`src/hw/rtl/mmms_pkg.sv`:
```
// ----------------------------------------------------------------------------
// mmms_pkg
// Shared types and constants for the mean, median and mode statistics unit.
// ----------------------------------------------------------------------------
package mmms_pkg;

   localparam int SAMPLE_W         = 10;
   localparam int COUNT_W          = 6;
   localparam int COUNT_MAX        = 63;
   localparam int QUOT_W           = 10;
   localparam int SET_SIZE_DEFAULT = 32;

   typedef enum logic [2:0] {
      ST_LOAD,
      ST_SCAN,
      ST_LAST,
      ST_EVAL,
      ST_DIV,
      ST_DONE
   } stats_state_type;

endpackage

```
`src/hw/rtl/mean_median_mode_stats_unit.sv`:
```
// ----------------------------------------------------------------------------
// mean_median_mode_stats_unit
// Collects a set of SET_SIZE samples and reports the truncated mean, the
// median and the mode of the set through one shared compare unit.
// ----------------------------------------------------------------------------
//  channel | direction | handshake              | word
//  req     | in        | req_valid / req_stall  | sample
//  rsp     | out       | rsp_valid / rsp_stall  | mean, median, mode, mode_count,
//          |           |                        | has_mode
//
//  Loading takes one sample per cycle while req_stall is low; the last sample
//  of a set starts the rank scan of each sample against the set on the single
//  compare unit, then a reciprocal multiplication for the mean and the posting step.
//  Reset is synchronous and active high; it empties the set and the output.
//  The result sits in an output register: the next set loads while it waits,
//  and rsp_stall only holds back a finished set that finds it still occupied.
// ----------------------------------------------------------------------------
module mean_median_mode_stats_unit
   import mmms_pkg::*;
#(
   parameter int SET_SIZE = SET_SIZE_DEFAULT
) (
   input  logic                clock,
   input  logic                reset,
   input  logic                req_valid,
   output logic                req_stall,
   input  logic [SAMPLE_W-1:0] req_sample,
   output logic                rsp_valid,
   input  logic                rsp_stall,
   output logic [SAMPLE_W-1:0] rsp_mean,
   output logic [SAMPLE_W-1:0] rsp_median,
   output logic [SAMPLE_W-1:0] rsp_mode,
   output logic [COUNT_W-1:0]  rsp_mode_count,
   output logic                rsp_has_mode
);

   localparam int ADDR_W = (SET_SIZE > 1) ? $clog2(SET_SIZE) : 1;
   localparam int CNT_W  = $clog2(SET_SIZE + 1);
   localparam int SUM_W  = SAMPLE_W + CNT_W;
   localparam int DIV_SH = SUM_W + $clog2(SET_SIZE);
   localparam int RCP_W  = SUM_W + 1;
   localparam int PROD_W = SUM_W + RCP_W;

   localparam longint RCP_VAL = ((longint'(1) << DIV_SH) + longint'(SET_SIZE) - 1) /
                                longint'(SET_SIZE);

   localparam logic [ADDR_W-1:0] LAST_ADDR = ADDR_W'(SET_SIZE - 1);
   localparam logic [CNT_W-1:0]  LO_POS    = CNT_W'((SET_SIZE - 1) / 2);
   localparam logic [CNT_W-1:0]  HI_POS    = CNT_W'(SET_SIZE / 2);
   localparam logic [RCP_W-1:0]  RECIP     = RCP_W'(RCP_VAL);

   logic [SAMPLE_W-1:0] mem [SET_SIZE];
   logic [SAMPLE_W-1:0] rd_a_ff;
   logic [SAMPLE_W-1:0] rd_b_ff;
   logic                wr_en;

   stats_state_type     state_ff,     state_in;
   logic [ADDR_W-1:0]   load_cnt_ff,  load_cnt_in;
   logic [SUM_W-1:0]    sum_ff,       sum_in;
   logic [ADDR_W-1:0]   i_ff,         i_in;
   logic [ADDR_W-1:0]   j_ff,         j_in;
   logic                cmp_vld_ff,   cmp_vld_in;
   logic [CNT_W-1:0]    lt_ff,        lt_in;
   logic [CNT_W-1:0]    eq_ff,        eq_in;
   logic [CNT_W-1:0]    best_cnt_ff,  best_cnt_in;
   logic [SAMPLE_W-1:0] best_val_ff,  best_val_in;
   logic [SAMPLE_W-1:0] lo_ff,        lo_in;
   logic [SAMPLE_W-1:0] hi_ff,        hi_in;
   logic [SUM_W-1:0]    rem_ff,       rem_in;
   logic [QUOT_W-1:0]   quot_ff,      quot_in;
   logic                rsp_valid_ff, rsp_valid_in;
   logic [SAMPLE_W-1:0] mean_ff,      mean_in;
   logic [SAMPLE_W-1:0] median_ff,    median_in;
   logic [SAMPLE_W-1:0] mode_ff,      mode_in;
   logic [COUNT_W-1:0]  mcount_ff,    mcount_in;
   logic                has_mode_ff,  has_mode_in;

   logic [CNT_W-1:0]    le_cnt;
   logic [PROD_W-1:0]   prod;
   logic [31:0]         best_ext;
   logic [SAMPLE_W:0]   mid_sum;
   logic                out_free;

   assign req_stall      = (state_ff != ST_LOAD);
   assign wr_en          = req_valid && (state_ff == ST_LOAD);
   assign rsp_valid      = rsp_valid_ff;
   assign rsp_mean       = mean_ff;
   assign rsp_median     = median_ff;
   assign rsp_mode       = mode_ff;
   assign rsp_mode_count = mcount_ff;
   assign rsp_has_mode   = has_mode_ff;

   assign le_cnt   = lt_ff + eq_ff;
   assign prod     = PROD_W'(rem_ff) * PROD_W'(RECIP);
   assign best_ext = 32'(best_cnt_ff);
   assign mid_sum  = {1'b0, lo_ff} + {1'b0, hi_ff};
   assign out_free = !rsp_valid_ff || !rsp_stall;

   always_ff @(posedge clock) begin
      if (wr_en) begin
         mem[load_cnt_ff] <= req_sample;
      end
      rd_a_ff <= mem[i_ff];
      rd_b_ff <= mem[j_ff];
   end

   always_comb begin
      state_in     = state_ff;
      load_cnt_in  = load_cnt_ff;
      sum_in       = sum_ff;
      i_in         = i_ff;
      j_in         = j_ff;
      cmp_vld_in   = (state_ff == ST_SCAN);
      lt_in        = lt_ff;
      eq_in        = eq_ff;
      best_cnt_in  = best_cnt_ff;
      best_val_in  = best_val_ff;
      lo_in        = lo_ff;
      hi_in        = hi_ff;
      rem_in       = rem_ff;
      quot_in      = quot_ff;
      rsp_valid_in = rsp_valid_ff && rsp_stall;
      mean_in      = mean_ff;
      median_in    = median_ff;
      mode_in      = mode_ff;
      mcount_in    = mcount_ff;
      has_mode_in  = has_mode_ff;

      case (state_ff)
         ST_LOAD: begin
            if (req_valid) begin
               sum_in = sum_ff + SUM_W'(req_sample);
               if (load_cnt_ff == LAST_ADDR) begin
                  load_cnt_in = '0;
                  i_in        = '0;
                  j_in        = '0;
                  lt_in       = '0;
                  eq_in       = '0;
                  best_cnt_in = '0;
                  best_val_in = '0;
                  state_in    = ST_SCAN;
               end else begin
                  load_cnt_in = load_cnt_ff + 1'b1;
               end
            end
         end
         ST_SCAN, ST_LAST: begin
            if (cmp_vld_ff) begin
               if (rd_b_ff < rd_a_ff) begin
                  lt_in = lt_ff + 1'b1;
               end
               if (rd_b_ff == rd_a_ff) begin
                  eq_in = eq_ff + 1'b1;
               end
            end
            if (state_ff == ST_LAST) begin
               state_in = ST_EVAL;
            end else if (j_ff == LAST_ADDR) begin
               state_in = ST_LAST;
            end else begin
               j_in = j_ff + 1'b1;
            end
         end
         ST_EVAL: begin
            if ((eq_ff > best_cnt_ff) ||
                ((eq_ff == best_cnt_ff) && (rd_a_ff < best_val_ff))) begin
               best_cnt_in = eq_ff;
               best_val_in = rd_a_ff;
            end
            if ((lt_ff <= LO_POS) && (LO_POS < le_cnt)) begin
               lo_in = rd_a_ff;
            end
            if ((lt_ff <= HI_POS) && (HI_POS < le_cnt)) begin
               hi_in = rd_a_ff;
            end
            lt_in = '0;
            eq_in = '0;
            j_in  = '0;
            if (i_ff == LAST_ADDR) begin
               rem_in   = sum_ff;
               sum_in   = '0;
               quot_in  = '0;
               state_in = ST_DIV;
            end else begin
               i_in     = i_ff + 1'b1;
               state_in = ST_SCAN;
            end
         end
         ST_DIV: begin
            quot_in  = prod[DIV_SH +: QUOT_W];
            state_in = ST_DONE;
         end
         ST_DONE: begin
            if (out_free) begin
               rsp_valid_in = 1'b1;
               mean_in      = quot_ff;
               median_in    = mid_sum[SAMPLE_W:1];
               if (best_cnt_ff > CNT_W'(1)) begin
                  mode_in     = best_val_ff;
                  mcount_in   = (best_ext > 32'(COUNT_MAX)) ? COUNT_W'(COUNT_MAX)
                                                            : best_ext[COUNT_W-1:0];
                  has_mode_in = 1'b1;
               end else begin
                  mode_in     = '0;
                  mcount_in   = COUNT_W'(1);
                  has_mode_in = 1'b0;
               end
               state_in = ST_LOAD;
            end
         end
         default: begin
            state_in = ST_LOAD;
         end
      endcase
   end

   always_ff @(posedge clock) begin
      if (reset) begin
         state_ff     <= ST_LOAD;
         load_cnt_ff  <= '0;
         sum_ff       <= '0;
         cmp_vld_ff   <= 1'b0;
         rsp_valid_ff <= 1'b0;
      end else begin
         state_ff     <= state_in;
         load_cnt_ff  <= load_cnt_in;
         sum_ff       <= sum_in;
         cmp_vld_ff   <= cmp_vld_in;
         rsp_valid_ff <= rsp_valid_in;
      end
   end

   always_ff @(posedge clock) begin
      i_ff        <= i_in;
      j_ff        <= j_in;
      lt_ff       <= lt_in;
      eq_ff       <= eq_in;
      best_cnt_ff <= best_cnt_in;
      best_val_ff <= best_val_in;
      lo_ff       <= lo_in;
      hi_ff       <= hi_in;
      rem_ff      <= rem_in;
      quot_ff     <= quot_in;
      mean_ff     <= mean_in;
      median_ff   <= median_in;
      mode_ff     <= mode_in;
      mcount_ff   <= mcount_in;
      has_mode_ff <= has_mode_in;
   end

`ifndef SYNTHESIS
   a_rsp_from_done: assert property (@(posedge clock) disable iff (reset)
      $rose(rsp_valid_ff) |-> $past(state_ff == ST_DONE))
      else $error("result word raised outside the posting step");

   a_self_match: assert property (@(posedge clock) disable iff (reset)
      (state_ff == ST_EVAL) |-> (eq_ff != '0))
      else $error("rank scan missed the element itself");

   a_rank_bound: assert property (@(posedge clock) disable iff (reset)
      (state_ff == ST_EVAL) |-> (32'(lt_ff) + 32'(eq_ff) <= SET_SIZE))
      else $error("rank counts exceed the set size");

   a_pivot_hold: assert property (@(posedge clock) disable iff (reset)
      ((state_ff == ST_SCAN) && $past(state_ff == ST_SCAN)) |-> $stable(i_ff))
      else $error("pivot moved during a scan");

   a_load_idle: assert property (@(posedge clock) disable iff (reset)
      (state_ff != ST_LOAD) |-> (load_cnt_ff == '0))
      else $error("load count not cleared while the set is processed");
`endif

endmodule
```
`config.mk`:
```
export PLATFORM = sky130hd
export DESIGN_NAME = mean_median_mode_stats_unit
export DESIGN_NICKNAME = d
export VERILOG_FILES = /design/src/hw/rtl/mmms_pkg.sv /design/src/hw/rtl/mean_median_mode_stats_unit.sv
export SDC_FILE = /design/constraint.sdc
export NUM_CORES = 1
export LEC_CHECK = 0
export ABC_CLOCK_PERIOD_IN_PS = 4580
export BUFFER_PORTS_ARGS = -buffer_cell sky130_fd_sc_hd__buf_4
export CORE_UTILIZATION = 31
export CTS_BUF_LIST = sky130_fd_sc_hd__clkbuf_16
export DETAILED_ROUTE_END_ITERATION = 6
export SLEW_MARGIN = 20
export SYNTH_ARGS = -nofsm -noshare
export SYNTH_HDL_FRONTEND = slang
export SYNTH_SLANG_ARGS = --single-unit
```
`constraint.sdc`:
```
create_clock -name clock -period 4.58 [get_ports clock]
set_input_delay 1.374 -clock clock [delete_from_list [all_inputs] [get_ports clock]]
set_output_delay 1.374 -clock clock [all_outputs]
set_load 0.02 [all_outputs]
```
# After elaboration in Yosys (flattened, before gate mapping)
# Memory sizes are Yosys's and may differ from the RTL's. A register that Yosys moved wholly into a read port is not among the register bits.
# Cells that the tools add are included.
# totals
reg_bits,146
mem_bits_rw,320
inputBits,14
memories,1
# classes
n_addsub,8
magnitude_cmp,9
n_eq_ne,22
muxes,40
bitwise,1
reduce_logical,29
# memory_table
name,words,word_bits,read_ports,rd_ports_with_merged_regs,wr,line_no,rtl
mem,32,10,2,2,1,mean_median_mode_stats_unit.sv:52,logic [SAMPLE_W-1:0] mem [SET_SIZE];
# ops
cell,n
two-way mux 6 bit,8
two-way mux 10 bit,4
case mux 10 bit (2 select lines),2
case mux 6 bit (3 select lines),2
two-way mux 16 bit,2
case mux 16 bit (2 select lines),1
two-way mux 5 bit,6
< comparator 10 bit,2
inequality test 2 bit (second input constant),10
two-way mux 3 bit,6
adder 16 x 10 -> 16 bit,1
adder 5 x 1 -> 5 bit (second input constant),3
equality test 5 bit (second input constant),3
case mux 3 bit (5 select lines),1
case mux 5 bit (3 select lines),1
AND reduction 5 bit,3
adder 6 x 1 -> 6 bit (second input constant),2
case mux 6 bit (2 select lines),1
AND reduction 2 bit,6
AND reduction 4 bit,3
adder 10 x 10 -> 11 bit,1
equality test 10 bit,1
case mux 5 bit (2 select lines),1
adder 6 bit,1
23 further kinds,38

# Depth between registers and ports, before layout
# Gate-level depths: netlist (run 1).
# depth
depth_word,5
depth_mapped,8
ltp_nobuf,8

# Worst setup path before layout (run 1)
# OpenSTA, ideal clock, no wires.
# synth_path
path_type,flip-flop to flip-flop
start,register lt_ff[0]
end,register hi_ff[0] (enable)
setup_time_ps,434
arrival_ps,3377
required_ps,4146
setup_slack_ps,769
stages_incl_launch_ff,8
synth_period_minus_slack_ps,3811
path_cell_list,edfxtp_1 ha_1 fa_1 a21o_1 a21oi_1 xor2_1 a21o_1 a2111oi_0
# synth_via
elab_chain_cells,4
word_cells_on_any_way,5
classes_between,add/sub: 1; order compare: 2; reduce/logical: 2
# synth_rtl
element,line_no,rtl
from (decl),mean_median_mode_stats_unit.sv:63,"logic [CNT_W-1:0] lt_ff, lt_in;"
from (signal assigned),mean_median_mode_stats_unit.sv:236,lt_ff <= lt_in;
adder 6 bit,mean_median_mode_stats_unit.sv:93,assign le_cnt = lt_ff + eq_ff;
< comparator 5 x 6 -> 1 bit,mean_median_mode_stats_unit.sv:173,if ((lt_ff <= HI_POS) && (HI_POS < le_cnt)) begin
logical AND 1 bit (*),mean_median_mode_stats_unit.sv:173,
AND reduction 2 bit (no source line) (*),n/a,
to (signal assigned),mean_median_mode_stats_unit.sv:241,hi_ff <= hi_in;
to (decl),mean_median_mode_stats_unit.sv:68,"logic [SAMPLE_W-1:0] hi_ff, hi_in;"
# Mark *: on every way between the ends. The rest lies on a longest branch, timed or not.
# A chain may end at the register's enable or synchronous reset.

# Worst setup path after layout (run 1)
# layout_path
start,input port req_valid
end,memory mem[28][3] (enable)
# layout_via
elab_chain_cells,3
# layout_rtl
element,line_no,rtl
from (decl),mean_median_mode_stats_unit.sv:25,"input logic req_valid,"
logical AND 1 bit,mean_median_mode_stats_unit.sv:85,assign wr_en = req_valid && (state_ff == ST_LOAD);
two-way mux 1 bit,mean_median_mode_stats_unit.sv:100,if (wr_en) begin
two-way mux 1 bit (not written as such),mean_median_mode_stats_unit.sv:101,mem[load_cnt_ff] <= req_sample;
to (decl),mean_median_mode_stats_unit.sv:52,
# No other way between the ends.

==> metrics.log, run 1 <==
INFO  metric report.final.hold_viol_count = 0
INFO  metric detail_route.vias_per_cell = around 5.3
INFO  metric route.detailed.wl_per_inst = 25.2 um
INFO  metric fin_tns_setup = 0 ps
INFO  metric layout_cell_share_with_drive_strength_beyond_1 = about 29%
INFO  metric crit_family = simple AND/OR/NAND/NOR gates
INFO  metric cts-resized-gates = 0
INFO  metric static-leakage-power = between 8 and 9 nW
INFO  metric max_freq = 0.314 GHz
INFO  metric postRouteAntennaNets = 0
INFO  metric post_synth_inst_count = ~1.3k
INFO  metric place.port_buffers = 52
INFO  metric ys_async_sr_fraction = 0%
INFO  metric core-area = 70400 um2
INFO  metric outcome = finished, final reports clean
INFO  metric crit_path_max_fanout = 10
INFO  metric final.setup_skew = 26.6 ps
INFO  metric die-width = about 270 um
INFO  metric ys_seq_elements = 480
INFO  metric chipHeight = roughly 270 um
INFO  metric netSwitchingFraction = 20.9%
INFO  metric final_nets = 1417
INFO  metric timing.critical_path.slowest_cell_delay = 860 ps
INFO  metric worstPathCellList = buf_4 -> nor4b_2 -> nand2_1 -> nor2_1
INFO  metric worstHoldPathType = register to register
INFO  metric grtUsageTotal = 16.2%
INFO  metric post_synth.cell_area_avg = 17.6 um2
INFO  metric cellPowerDensity = 362 nW/um2
INFO  metric timing_max_transition_violations_final = 0
INFO  metric number_of_top_level_pins = 53
INFO  metric cts.reportedPaths.clkPinSlew = 60 ps
INFO  metric cts_num_sinks = 480
INFO  metric postcts_setup_bufs = 0
INFO  metric final.period_utilization = 69.6%
INFO  metric grt_pass1_vias = 12.3k
INFO  metric dieArea = 72600 um2
INFO  metric crit_path_top_delay_cell = sky130_fd_sc_hd__nor2_1
INFO  metric grt_setup_unrepaired = no
INFO  metric sequential_cell_area = roughly 14000 um2
INFO  metric power.ir.vdd_worst = 0.276 mV
INFO  metric finalSetupViolCount = 0
INFO  metric worst_ep_required_time = 4800 ps
INFO  metric combPwrFrac = 3.4%
INFO  metric dr.pass1.iters = 5
INFO  metric clk_latency = 600 ps
INFO  metric dpl-instance-area = 23900 um2
INFO  metric grt_start_max_net_pins = 83
INFO  metric gp_congestion = 0.873
INFO  metric synth_edf_count = 435
INFO  metric netSwitchingPower = 1.93 mW
INFO  metric flow.area_growth_from_synthesis = 15.0%
INFO  metric cts_made_buffers = between 40 and 50
INFO  metric pwr-share-clk = 44.3%
INFO  metric final_core_util = 36.2%
INFO  metric n_fill_cell = 6569
INFO  metric cts_root_buf = sky130_fd_sc_hd__clkbuf_16
INFO  metric worst_setup_path_end_kind = register
INFO  metric syn_nets = 1337
INFO  metric cts_hold_repair.buffers = 0
INFO  metric rows = 97
INFO  metric route.detailed.drc = 0
INFO  metric internal_power = ~7.3 mW
INFO  metric cp_data_arrival_time = 3410 ps
INFO  metric p_seq_share = a little over half
INFO  metric timing.slew.headroom = approximately two fifths
INFO  metric ctsLongestPathBuffers = 3
INFO  metric critPathBufInv = 1
INFO  metric worst_setup_path_start_kind = input port
INFO  metric mappedNetlistArea = 22200 um2
INFO  metric tightest_slew = 918 ps
INFO  metric layout.cell_area.non_filler = 25500 um2
INFO  metric min_period = 3190 ps
INFO  metric tritoncts_clock_tree = yes
INFO  metric synth_top_flop_cell = sky130_fd_sc_hd__edfxtp_1
INFO  metric cts_htree_levels = 2
INFO  metric yosys_warnings = 0
INFO  metric grt_antenna_before_repair = 4
INFO  metric grt_pass1_wl = 86300 um
INFO  metric detailroute.via_count = approximately 12k
INFO  metric multiInputGateArea = 7730 um2
INFO  metric worstSetupPathType = input port to register
INFO  metric gr-total-overflow = 0
INFO  metric hpwlAfterDp = 40000 um
INFO  metric route.final.wire_length = just under 60000 um
INFO  metric synth_seq_area_share = 63.0%
INFO  metric initial_utilization = 31.5%
INFO  metric timing.max_cap.violations = 0
INFO  metric post_synth_num_cell_types = 62
INFO  metric first_iter_violations = ~1.4k
through the flow:
step	total power, mW	hold WS, ps	std cells	worst slack (ps)
floorplan	5.07	400	1259	769
global placement	5.22	409	2229	930
detailed placement	5.23	406	2229	861
CTS	9.30	422	2317	1430
global route	9.49	429	2317	1230
finish	9.23	420	2318	1390
sequential cells by signal, summed over array words and instances, names as in the netlist, 10 cells and up:
name and cells:
quot_ff 10, rd_a_ff 10, rsp_mode 10, best_val_ff 10, rsp_mean 10, rem_ff 10, lo_ff 10, sum_ff 15
rsp_median 10, mem 320, rd_b_ff 10, hi_ff 10
area by class of cell:
type                            instances  share of cell area [%]
Sequential cell                       480                    54.8
Timing Repair Buffer                  101                    3.22
Multi-Input combinational cell        659                    30.3
Clock inverter                         39                    1.54
Tap cell                              940                    4.61
Antenna cell                            1                 0.00981
Clock buffer                           49                    4.81
Inverter                               49                   0.721
cells by family after synthesis:
kind of cell	synth area share, %
flops	63.0
simple gates	4.82
mux	21.5
buf+inv	2.31
compound gates	3.61
fa+ha+maj	3.71
xor+xnor	1.07
cell usage in the layout (no fill, tap or decap), types with 21 or more instances in the layout:
cell                        count
sky130_fd_sc_hd__buf_4         96
sky130_fd_sc_hd__clkbuf_16     49
sky130_fd_sc_hd__ha_1          61
sky130_fd_sc_hd__mux4_2       200
sky130_fd_sc_hd__nor2_1       100
sky130_fd_sc_hd__nand2_1       40
sky130_fd_sc_hd__edfxtp_1     435
sky130_fd_sc_hd__inv_1         57
sky130_fd_sc_hd__a21oi_1       28
sky130_fd_sc_hd__o21ai_0       21
sky130_fd_sc_hd__dfxtp_1       45
worst reg2reg max path, stage by stage, from the launching register on:
cell                       delay (ps)
sky130_fd_sc_hd__edfxtp_1         910
sky130_fd_sc_hd__buf_4            470
sky130_fd_sc_hd__mux4_2           590
sky130_fd_sc_hd__mux4_2           560
sky130_fd_sc_hd__mux2_2           310
synth_stat cells, types with 4 or more instances:
library cell / n / area (um2)
sky130_fd_sc_hd__ha_1: 61 / 763
sky130_fd_sc_hd__and2_1: 10 / 62.6
sky130_fd_sc_hd__o21a_1: 5 / 37.5
sky130_fd_sc_hd__clkbuf_1: 46 / 173
sky130_fd_sc_hd__nor3_1: 6 / 30.0
sky130_fd_sc_hd__dfxtp_1: 45 / 901
sky130_fd_sc_hd__a211oi_1: 11 / 82.6
sky130_fd_sc_hd__buf_2: 6 / 30.0
sky130_fd_sc_hd__inv_1: 49 / 184
sky130_fd_sc_hd__nor2b_1: 8 / 50.1
sky130_fd_sc_hd__edfxtp_1: 435 / 13100
sky130_fd_sc_hd__nand2_1: 40 / 150
sky130_fd_sc_hd__nand4_1: 4 / 25.0
sky130_fd_sc_hd__o21bai_1: 4 / 30.0
sky130_fd_sc_hd__mux2_2: 20 / 225
sky130_fd_sc_hd__xnor2_1: 15 / 131
sky130_fd_sc_hd__a21o_1: 15 / 113
sky130_fd_sc_hd__mux2i_1: 4 / 40.0
sky130_fd_sc_hd__a21oi_1: 29 / 145
sky130_fd_sc_hd__or3_1: 7 / 43.8
sky130_fd_sc_hd__o211ai_1: 4 / 30.0
sky130_fd_sc_hd__and3_1: 18 / 113
sky130_fd_sc_hd__xor2_1: 12 / 105
sky130_fd_sc_hd__o2111ai_1: 4 / 35.0
sky130_fd_sc_hd__o21ai_0: 21 / 105
sky130_fd_sc_hd__buf_1: 6 / 22.5
sky130_fd_sc_hd__nand3b_1: 4 / 30.0
sky130_fd_sc_hd__mux4_2: 200 / 4500
sky130_fd_sc_hd__nor2_1: 100 / 375
sky130_fd_sc_hd__buf_4: 10 / 75.1
sky130_fd_sc_hd__nand3_1: 14 / 70.1
final timing paths:
| check | to | slack [ps] | start | cells past startpoint |
|---|---|---|---|---|
| worst min-delay path | rsp_mean[5]$_DFFE_PP_ | 420 | quot_ff[5]$_SDFFCE_PN0P_ | 0 |
| worst max-delay path | mem[28][3]$_DFFE_PP_ | 1390 | req_valid | 4 |
| worst max register to register | rd_b_ff[2]$_DFF_P_ | 1620 | j_ff[0]$_SDFFCE_PP0P_ | 4 |
| worst min register to register | rsp_mean[5]$_DFFE_PP_ | 420 | quot_ff[5]$_SDFFCE_PN0P_ | 0 |
metal layers:
layer,vias to the layer above,global-route usage [%],routed length [um],part of all wire (%)
met5,-,0,0,0
li1,5264,-,-,-
met3,84,3.75,5460,9.3
met4,0,4.37,1310,2.2
met2,610,24.9,26900,46
met1,6429,23.0,24800,42
power groups by stage:
stage,combinational (mW),clock (mW),sequential (mW)
after floorplan,0.165,0,4.91
after global placement,0.303,0,4.92
after detailed placement,0.309,0,4.92
after CTS,0.310,4.16,4.83
after global routing,0.341,4.31,4.83
final,0.312,4.09,4.83
No activity file was read; power rests on OpenSTA's default activity.
==> run 2, diff against run 1 <==
--- a/config.mk
+++ b/config.mk
@@ -5,7 +5,7 @@
 export SDC_FILE = /design/constraint.sdc
 export NUM_CORES = 1
 export LEC_CHECK = 0
-export ABC_CLOCK_PERIOD_IN_PS = 4580
+export ABC_CLOCK_PERIOD_IN_PS = 2800
 export BUFFER_PORTS_ARGS = -buffer_cell sky130_fd_sc_hd__buf_4
 export CORE_UTILIZATION = 31
 export CTS_BUF_LIST = sky130_fd_sc_hd__clkbuf_16
==> constraint.sdc (replaced) <==
create_clock -name clock -period 2.8 [get_ports clock]
set_input_delay 0.84 -clock clock [delete_from_list [all_inputs] [get_ports clock]]
set_output_delay 0.84 -clock clock [all_outputs]
set_load 0.02 [all_outputs]
==> metrics.log, run 2 (synthesized netlist as in run 1, its figures left out) <==
INFO  metric rrSetupSlack = 180 ps
INFO  metric grt_start_max_net_pins = 82
INFO  metric grtUsageTotal = 16.0%
INFO  metric worst_setup_path_end_kind = register
INFO  metric power.ir.vdd_worst = 0.557 mV
INFO  metric mostFrequentLayoutCell = sky130_fd_sc_hd__edfxtp_1
INFO  metric design_power_total = approximately 15 mW
INFO  metric critPathCapture = hi_ff[6]$_DFFE_PP_
INFO  metric worstSetupPathDepth = 8
INFO  metric critPathBufInv = 1
INFO  metric cts_made_buffers = 51
INFO  metric timing.critical_path.slowest_cell_delay = approximately 450 ps
INFO  metric route.detailed.wl_per_inst = 24.1 um
INFO  metric cts.reportedPaths.clkPinSlew = 60 ps
INFO  metric cts_root_buf = sky130_fd_sc_hd__clkbuf_16
INFO  metric largest-register = mem
INFO  metric place.port_buffers = between 50 and 60
INFO  metric dr.pass1.iters = 5
INFO  metric final.period_utilization = 93.6%
INFO  metric chipHeight = 269 um
INFO  metric detailroute.via_count = around 12k
INFO  metric outcome = finished, final reports clean
INFO  metric final.setup_skew = 36.1 ps
INFO  metric flow.area_growth_from_synthesis = 18.0%
INFO  metric number_of_top_level_pins = 53
INFO  metric worstHoldPathType = input port to register
INFO  metric layout.cell_area.non_filler = 26200 um2
INFO  metric route.detailed.drc = 0
INFO  metric grt_pass1_wl = 85300 um
INFO  metric grt_pass1_vias = 12.8k
INFO  metric postcts_setup_bufs = 0
INFO  metric route.final.wire_length = 57500 um
INFO  metric first_iter_violations = around 1.1k
INFO  metric worst_setup_path_start_kind = register
INFO  metric cts_hold_repair.buffers = 0
INFO  metric startpoint_of_the_lowest_slack_hold_path = req_sample[0]
INFO  metric grt_antenna_before_repair = 7
INFO  metric tightest_slew = a little under 600 ps
INFO  metric tritoncts_clock_tree = yes
INFO  metric worstSetupPathType = register to register
INFO  metric layout_cell_share_with_drive_strength_beyond_1 = roughly 32%
INFO  metric antenna-diode-count = 0
INFO  metric end_of_the_worst_register_to_register_path = hi_ff[6]$_DFFE_PP_
INFO  metric die-width = roughly 270 um
INFO  metric final_core_util = 37.2%
INFO  metric sequential_cell_area = 14000 um2
INFO  metric dpl-instance-area = 24500 um2
INFO  metric crit_path_max_fanout = 10
INFO  metric worst_ep_required_time = 3110 ps
INFO  metric grt_setup_unrepaired = no
INFO  metric cts_htree_levels = 2
INFO  metric postRouteAntennaNets = 0
INFO  metric static-leakage-power = just under 9 nW
INFO  metric critPathLaunch = lt_ff[0]$_SDFFCE_PP0P_
INFO  metric cellPowerDensity = roughly 580 nW/um2
INFO  metric core-area = about 70000 um2
INFO  metric rows = slightly below 100
INFO  metric multiInputGateArea = 7750 um2
INFO  metric crit_family = compound AO/OA/AOI/OAI gates
INFO  metric largest_register_ffs = 320
INFO  metric finalSetupViolCount = 0
INFO  metric n_fill_cell = 6604
INFO  metric crit_path_top_delay_cell = sky130_fd_sc_hd__edfxtp_1
INFO  metric cp_common_cell = sky130_fd_sc_hd__a21o_1
INFO  metric hpwlAfterDp = approximately 38000 um
INFO  metric max_freq = 0.382 GHz
INFO  metric dieArea = 72600 um2
INFO  metric ctsLongestPathBuffers = 3
INFO  metric min_period = 2620 ps
INFO  metric timing.slew.headroom = 60.7%
INFO  metric leading_cell_types_in_the_layout_fill_and_taps_excluded = sky130_fd_sc_hd__edfxtp_1 (435), sky130_fd_sc_hd__mux4_2 (200), sky130_fd_sc_hd__buf_4 (146)
INFO  metric timing_max_transition_violations_final = 0
INFO  metric report.final.hold_viol_count = 0
INFO  metric ff2ff_path_depth = 8
INFO  metric clk_latency = 640 ps
INFO  metric gp_congestion = slightly below 0.8
INFO  metric detail_route.vias_per_cell = 5.15
INFO  metric worstPathCellList = ha_1 -> fa_1 -> a21o_1 -> a21oi_1 -> xor2_1 -> a21o_1 -> a2111oi_4 -> buf_6
INFO  metric cts_num_sinks = 480
INFO  metric timing.max_cap.violations = 0
INFO  metric reg_top3 = mem (320), sum_ff (15)
INFO  metric initial_utilization = 31.5%
INFO  metric cp_data_arrival_time = 2930 ps
INFO  metric crit-reg2reg-launch = lt_ff[0]$_SDFFCE_PP0P_
INFO  metric final_nets = 1482
INFO  metric gr-total-overflow = 0
[run 2: power breakdown]
part / total (mW) / internal, mW / switching, mW
Combinational: 0.520 / 0.219 / 0.301
Sequential: 7.91 / 7.85 / 0.0594
Clock: 6.68 / 3.76 / 2.92
[run 2: repair_timing]
item	4_1_cts	5_1_grt
endpoints found under the hold margin	0	0
gates resized for setup	0	1
endpoints found under the setup margin	0	9
[run 2: how the worst min path moves through the flow]
stage | cells past startpoint | endpoint
finish | 1 | mem[16][0]$_DFFE_PP_
global route | 1 | mem[16][0]$_DFFE_PP_
CTS | 1 | mem[16][0]$_DFFE_PP_
detailed placement | 0 | rsp_mean[0]$_DFFE_PP_
global placement | 0 | rsp_mean[3]$_DFFE_PP_
floorplan | 0 | rsp_mean[0]$_DFFE_PP_
[run 2: per-stage QoR]
step / setup WS [ps] / hold slack (ps) / instances / setup TNS (ps)
finish: 181 / 426 / 2387 / 0
global route: 30.8 / 414 / 2387 / 0
CTS: 133 / 399 / 2387 / 0
detailed placement: -19.9 / 427 / 2291 / -26.6
global placement: -13.5 / 418 / 2291 / -13.5
floorplan: 60.3 / 400 / 1259 / 0
[run 2: final cells by class]
class                      instances  share of cell area [%]
sequential                       480                    53.4
tap                              940                    4.50
multi-input combinational        659                    29.6
clock buffer                      52                    4.97
clock inverter                    44                    1.39
inverter                          49                   0.703
timing repair buffer             163                    5.46
[run 2: routing by layer]
layer  global-route usage, %  vias to the layer above  wire length [um]
met5                       0                        -                54
met4                    5.14                        8              1590
met3                    3.83                      101              4420
met2                    25.2                      407             26800
met1                    21.9                     6380             24600
li1                        -                     5407                 -
[run 2: worst register-to-register path, stage by stage (launching register included)]
cell and delay, ps:
sky130_fd_sc_hd__edfxtp_1 450, sky130_fd_sc_hd__ha_1 260, sky130_fd_sc_hd__fa_1 410, sky130_fd_sc_hd__a21o_1 180, sky130_fd_sc_hd__a21oi_1 170, sky130_fd_sc_hd__xor2_1 110
sky130_fd_sc_hd__a21o_1 190, sky130_fd_sc_hd__a2111oi_4 350, sky130_fd_sc_hd__buf_6 200
==> run 3, diff against run 2 <==
--- a/config.mk
+++ b/config.mk
@@ -5,9 +5,9 @@
 export SDC_FILE = /design/constraint.sdc
 export NUM_CORES = 1
 export LEC_CHECK = 0
-export ABC_CLOCK_PERIOD_IN_PS = 2800
+export ABC_CLOCK_PERIOD_IN_PS = 2470
 export BUFFER_PORTS_ARGS = -buffer_cell sky130_fd_sc_hd__buf_4
-export CORE_UTILIZATION = 31
+export CORE_UTILIZATION = 42
 export CTS_BUF_LIST = sky130_fd_sc_hd__clkbuf_16
 export DETAILED_ROUTE_END_ITERATION = 6
 export SLEW_MARGIN = 20
==> constraint.sdc (replaced) <==
create_clock -name clock -period 2.47 [get_ports clock]
set_input_delay 0.741 -clock clock [delete_from_list [all_inputs] [get_ports clock]]
set_output_delay 0.741 -clock clock [all_outputs]
set_load 0.02 [all_outputs]
==> metrics.log, run 3 (synthesized netlist as in run 1, its figures left out) <==
INFO  metric worst_setup_path_end_kind = register
INFO  metric cts_htree_levels = 2
INFO  metric postLayoutSetupSlackWorst = roughly 55 ps
INFO  metric grt_setup_unrepaired = yes
INFO  metric cts_hold_repair.buffers = 0
INFO  metric cts_root_buf = sky130_fd_sc_hd__clkbuf_16
INFO  metric worst_setup_path_start_kind = register
INFO  metric grt_pass1_wl = 82200 um
INFO  metric number_of_top_level_pins = 53
INFO  metric die-width = 232 um
INFO  metric rows = slightly above 80
INFO  metric layout_cell_share_with_drive_strength_beyond_1 = 34.7%
INFO  metric route.detailed.drc = 0
INFO  metric hpwlAfterDp = ~38000 um
INFO  metric postRouteAntennaNets = 0
INFO  metric cellPowerDensity = between 600 and 700 nW/um2
INFO  metric flow.area_growth_from_synthesis = 19.5%
INFO  metric final.period_utilization = ~98%
INFO  metric layout.cell_area.non_filler = 26500 um2
INFO  metric timing_max_transition_violations_final = 0
INFO  metric cts.reportedPaths.clkPinSlew = 60 ps
INFO  metric grt_start_max_net_pins = 33
INFO  metric worst_ep_required_time = 2770 ps
INFO  metric outcome = finished, final reports clean
INFO  metric initial_utilization = 42.9%
INFO  metric route.detailed.wl_per_inst = 25.5 um
INFO  metric tightest_slew = around 520 ps
INFO  metric cts_made_buffers = 51
INFO  metric core-area = 51700 um2
INFO  metric max_freq = 0.414 GHz
INFO  metric ctsLongestPathBuffers = 3
INFO  metric chipHeight = between 200 and 250 um
INFO  metric dieArea = 53700 um2
INFO  metric gp_congestion = 0.820
INFO  metric static-leakage-power = 9.00 nW
INFO  metric worstHoldPathType = input port to register
INFO  metric largest-register = mem
INFO  metric first_iter_violations = about 990
INFO  metric power.ir.vdd_worst = 0.553 mV
INFO  metric detail_route.vias_per_cell = 5.70
INFO  metric dp_worst_setup_slack = -281 ps
INFO  metric grt_pass1_vias = 12.6k
INFO  metric timing.slew.headroom = 65.3%
INFO  metric detailroute.via_count = 12.3k
INFO  metric worstSetupPathType = register to register
INFO  metric dpl-instance-area = 24800 um2
INFO  metric design_power_total = 17.3 mW
INFO  metric min_period = between 2000 and 2500 ps
INFO  metric leading_cell_types_in_the_layout_fill_and_taps_excluded = sky130_fd_sc_hd__edfxtp_1 (435), sky130_fd_sc_hd__mux4_2 (200), sky130_fd_sc_hd__buf_4 (158)
INFO  metric cp_data_arrival_time = 2710 ps
INFO  metric route.final.wire_length = 55200 um
INFO  metric largest_register_ffs = 320
INFO  metric finalSetupViolCount = 0
INFO  metric mostFrequentLayoutCell = sky130_fd_sc_hd__edfxtp_1
INFO  metric clk_latency = 590 ps
INFO  metric report.final.hold_viol_count = 0
INFO  metric tritoncts_clock_tree = yes
INFO  metric timing.max_cap.violations = 0
INFO  metric place.port_buffers = 52
INFO  metric dr.pass1.iters = 5
INFO  metric final_nets = 1518
INFO  metric crit_path_max_fanout = 10
INFO  metric grt_antenna_before_repair = 4
INFO  metric final.setup_skew = approximately 16 ps
INFO  metric gr-total-overflow = 0
INFO  metric antenna-diode-count = 0
INFO  metric cts_num_sinks = 480
INFO  metric grtUsageTotal = about a fifth
INFO  metric reg_top3 = mem (320), sum_ff (15)
==> run 3: cell count changes in the layout (fill, tap and decap cells not counted), sizes merged <==
cell      change
buf          +36
clkinvlp      +2
clkinv        +1
clkbuf        +1
bufinv        +3
inv           -9
==> run 3: per-layer routing <==
| layer | track usage, % | part of all wire (%) | vias up |
|---|---|---|---|
| met5 | 0 | 0.027 | - |
| met4 | 7.34 | 3.2 | 2 |
| met3 | 4.89 | 7.2 | 89 |
| met2 | 34.6 | 49 | 396 |
| met1 | 28.2 | 41 | 6359 |
| li1 | - | - | 5482 |
==> run 3: power breakdown <==
part,internal (mW),total (mW),switching [mW]
clock network,4.59,7.74,3.15
logic,0.291,0.652,0.361
registers,8.90,8.95,0.0569
total,13.8,17.3,3.57
==> run 3: final timing paths <==
path | startpoint | end | slack, ps | cells after the start
hold reg to reg | quot_ff[7]$_SDFFCE_PN0P_ | rsp_mean[7]$_DFFE_PP_ | 420 | 0
setup / recovery | eq_ff[0]$_SDFFCE_PP0P_ | hi_ff[4]$_DFFE_PP_ | 50 | 8
hold / removal | req_sample[8] | mem[18][8]$_DFFE_PP_ | 380 | 1
setup reg to reg | eq_ff[0]$_SDFFCE_PP0P_ | hi_ff[4]$_DFFE_PP_ | 50 | 8
==> run 3: layout make-up <==
| type | count | area [um2] |
|---|---|---|
| sequential | 480 | 14000 |
| clock inverter | 41 | 360 |
| timing repair buffer | 199 | 2010 |
| clock buffer | 53 | 1330 |
| inverter | 49 | 184 |
| multi-input combinational | 659 | 7800 |
| fill | 4213 | 25200 |
| tap | 680 | 851 |
==> run 3: repair_timing <==
action                     in CTS  in global routing
pin swaps                       0                  3
setup endpoints to repair       1                 42
gates resized for setup         2                  5
setup buffers                   0                  2
hold endpoints to repair        0                  0
==> run 3: metrics by stage <==
stage	TNS [ps]	utilization [%]	instances	hold WS [ps]
final	0	51.2	2161	384
after floorplan	-474	-	1259	400
after CTS	0	51.2	2159	355
after global placement	-4400	47.9	2065	406
after detailed placement	-4000	47.9	2065	405
after global routing	-744	51.2	2161	359
==> run 3: critical path, cell delays in order, from the launching register on <==
cell and delay, ps:
sky130_fd_sc_hd__edfxtp_1 400, sky130_fd_sc_hd__ha_2 230, sky130_fd_sc_hd__fa_2 350, sky130_fd_sc_hd__a21o_1 180, sky130_fd_sc_hd__a21oi_2 140, sky130_fd_sc_hd__xor2_1 90
sky130_fd_sc_hd__a21o_1 200, sky130_fd_sc_hd__a2111oi_4 350, sky130_fd_sc_hd__buf_12 180
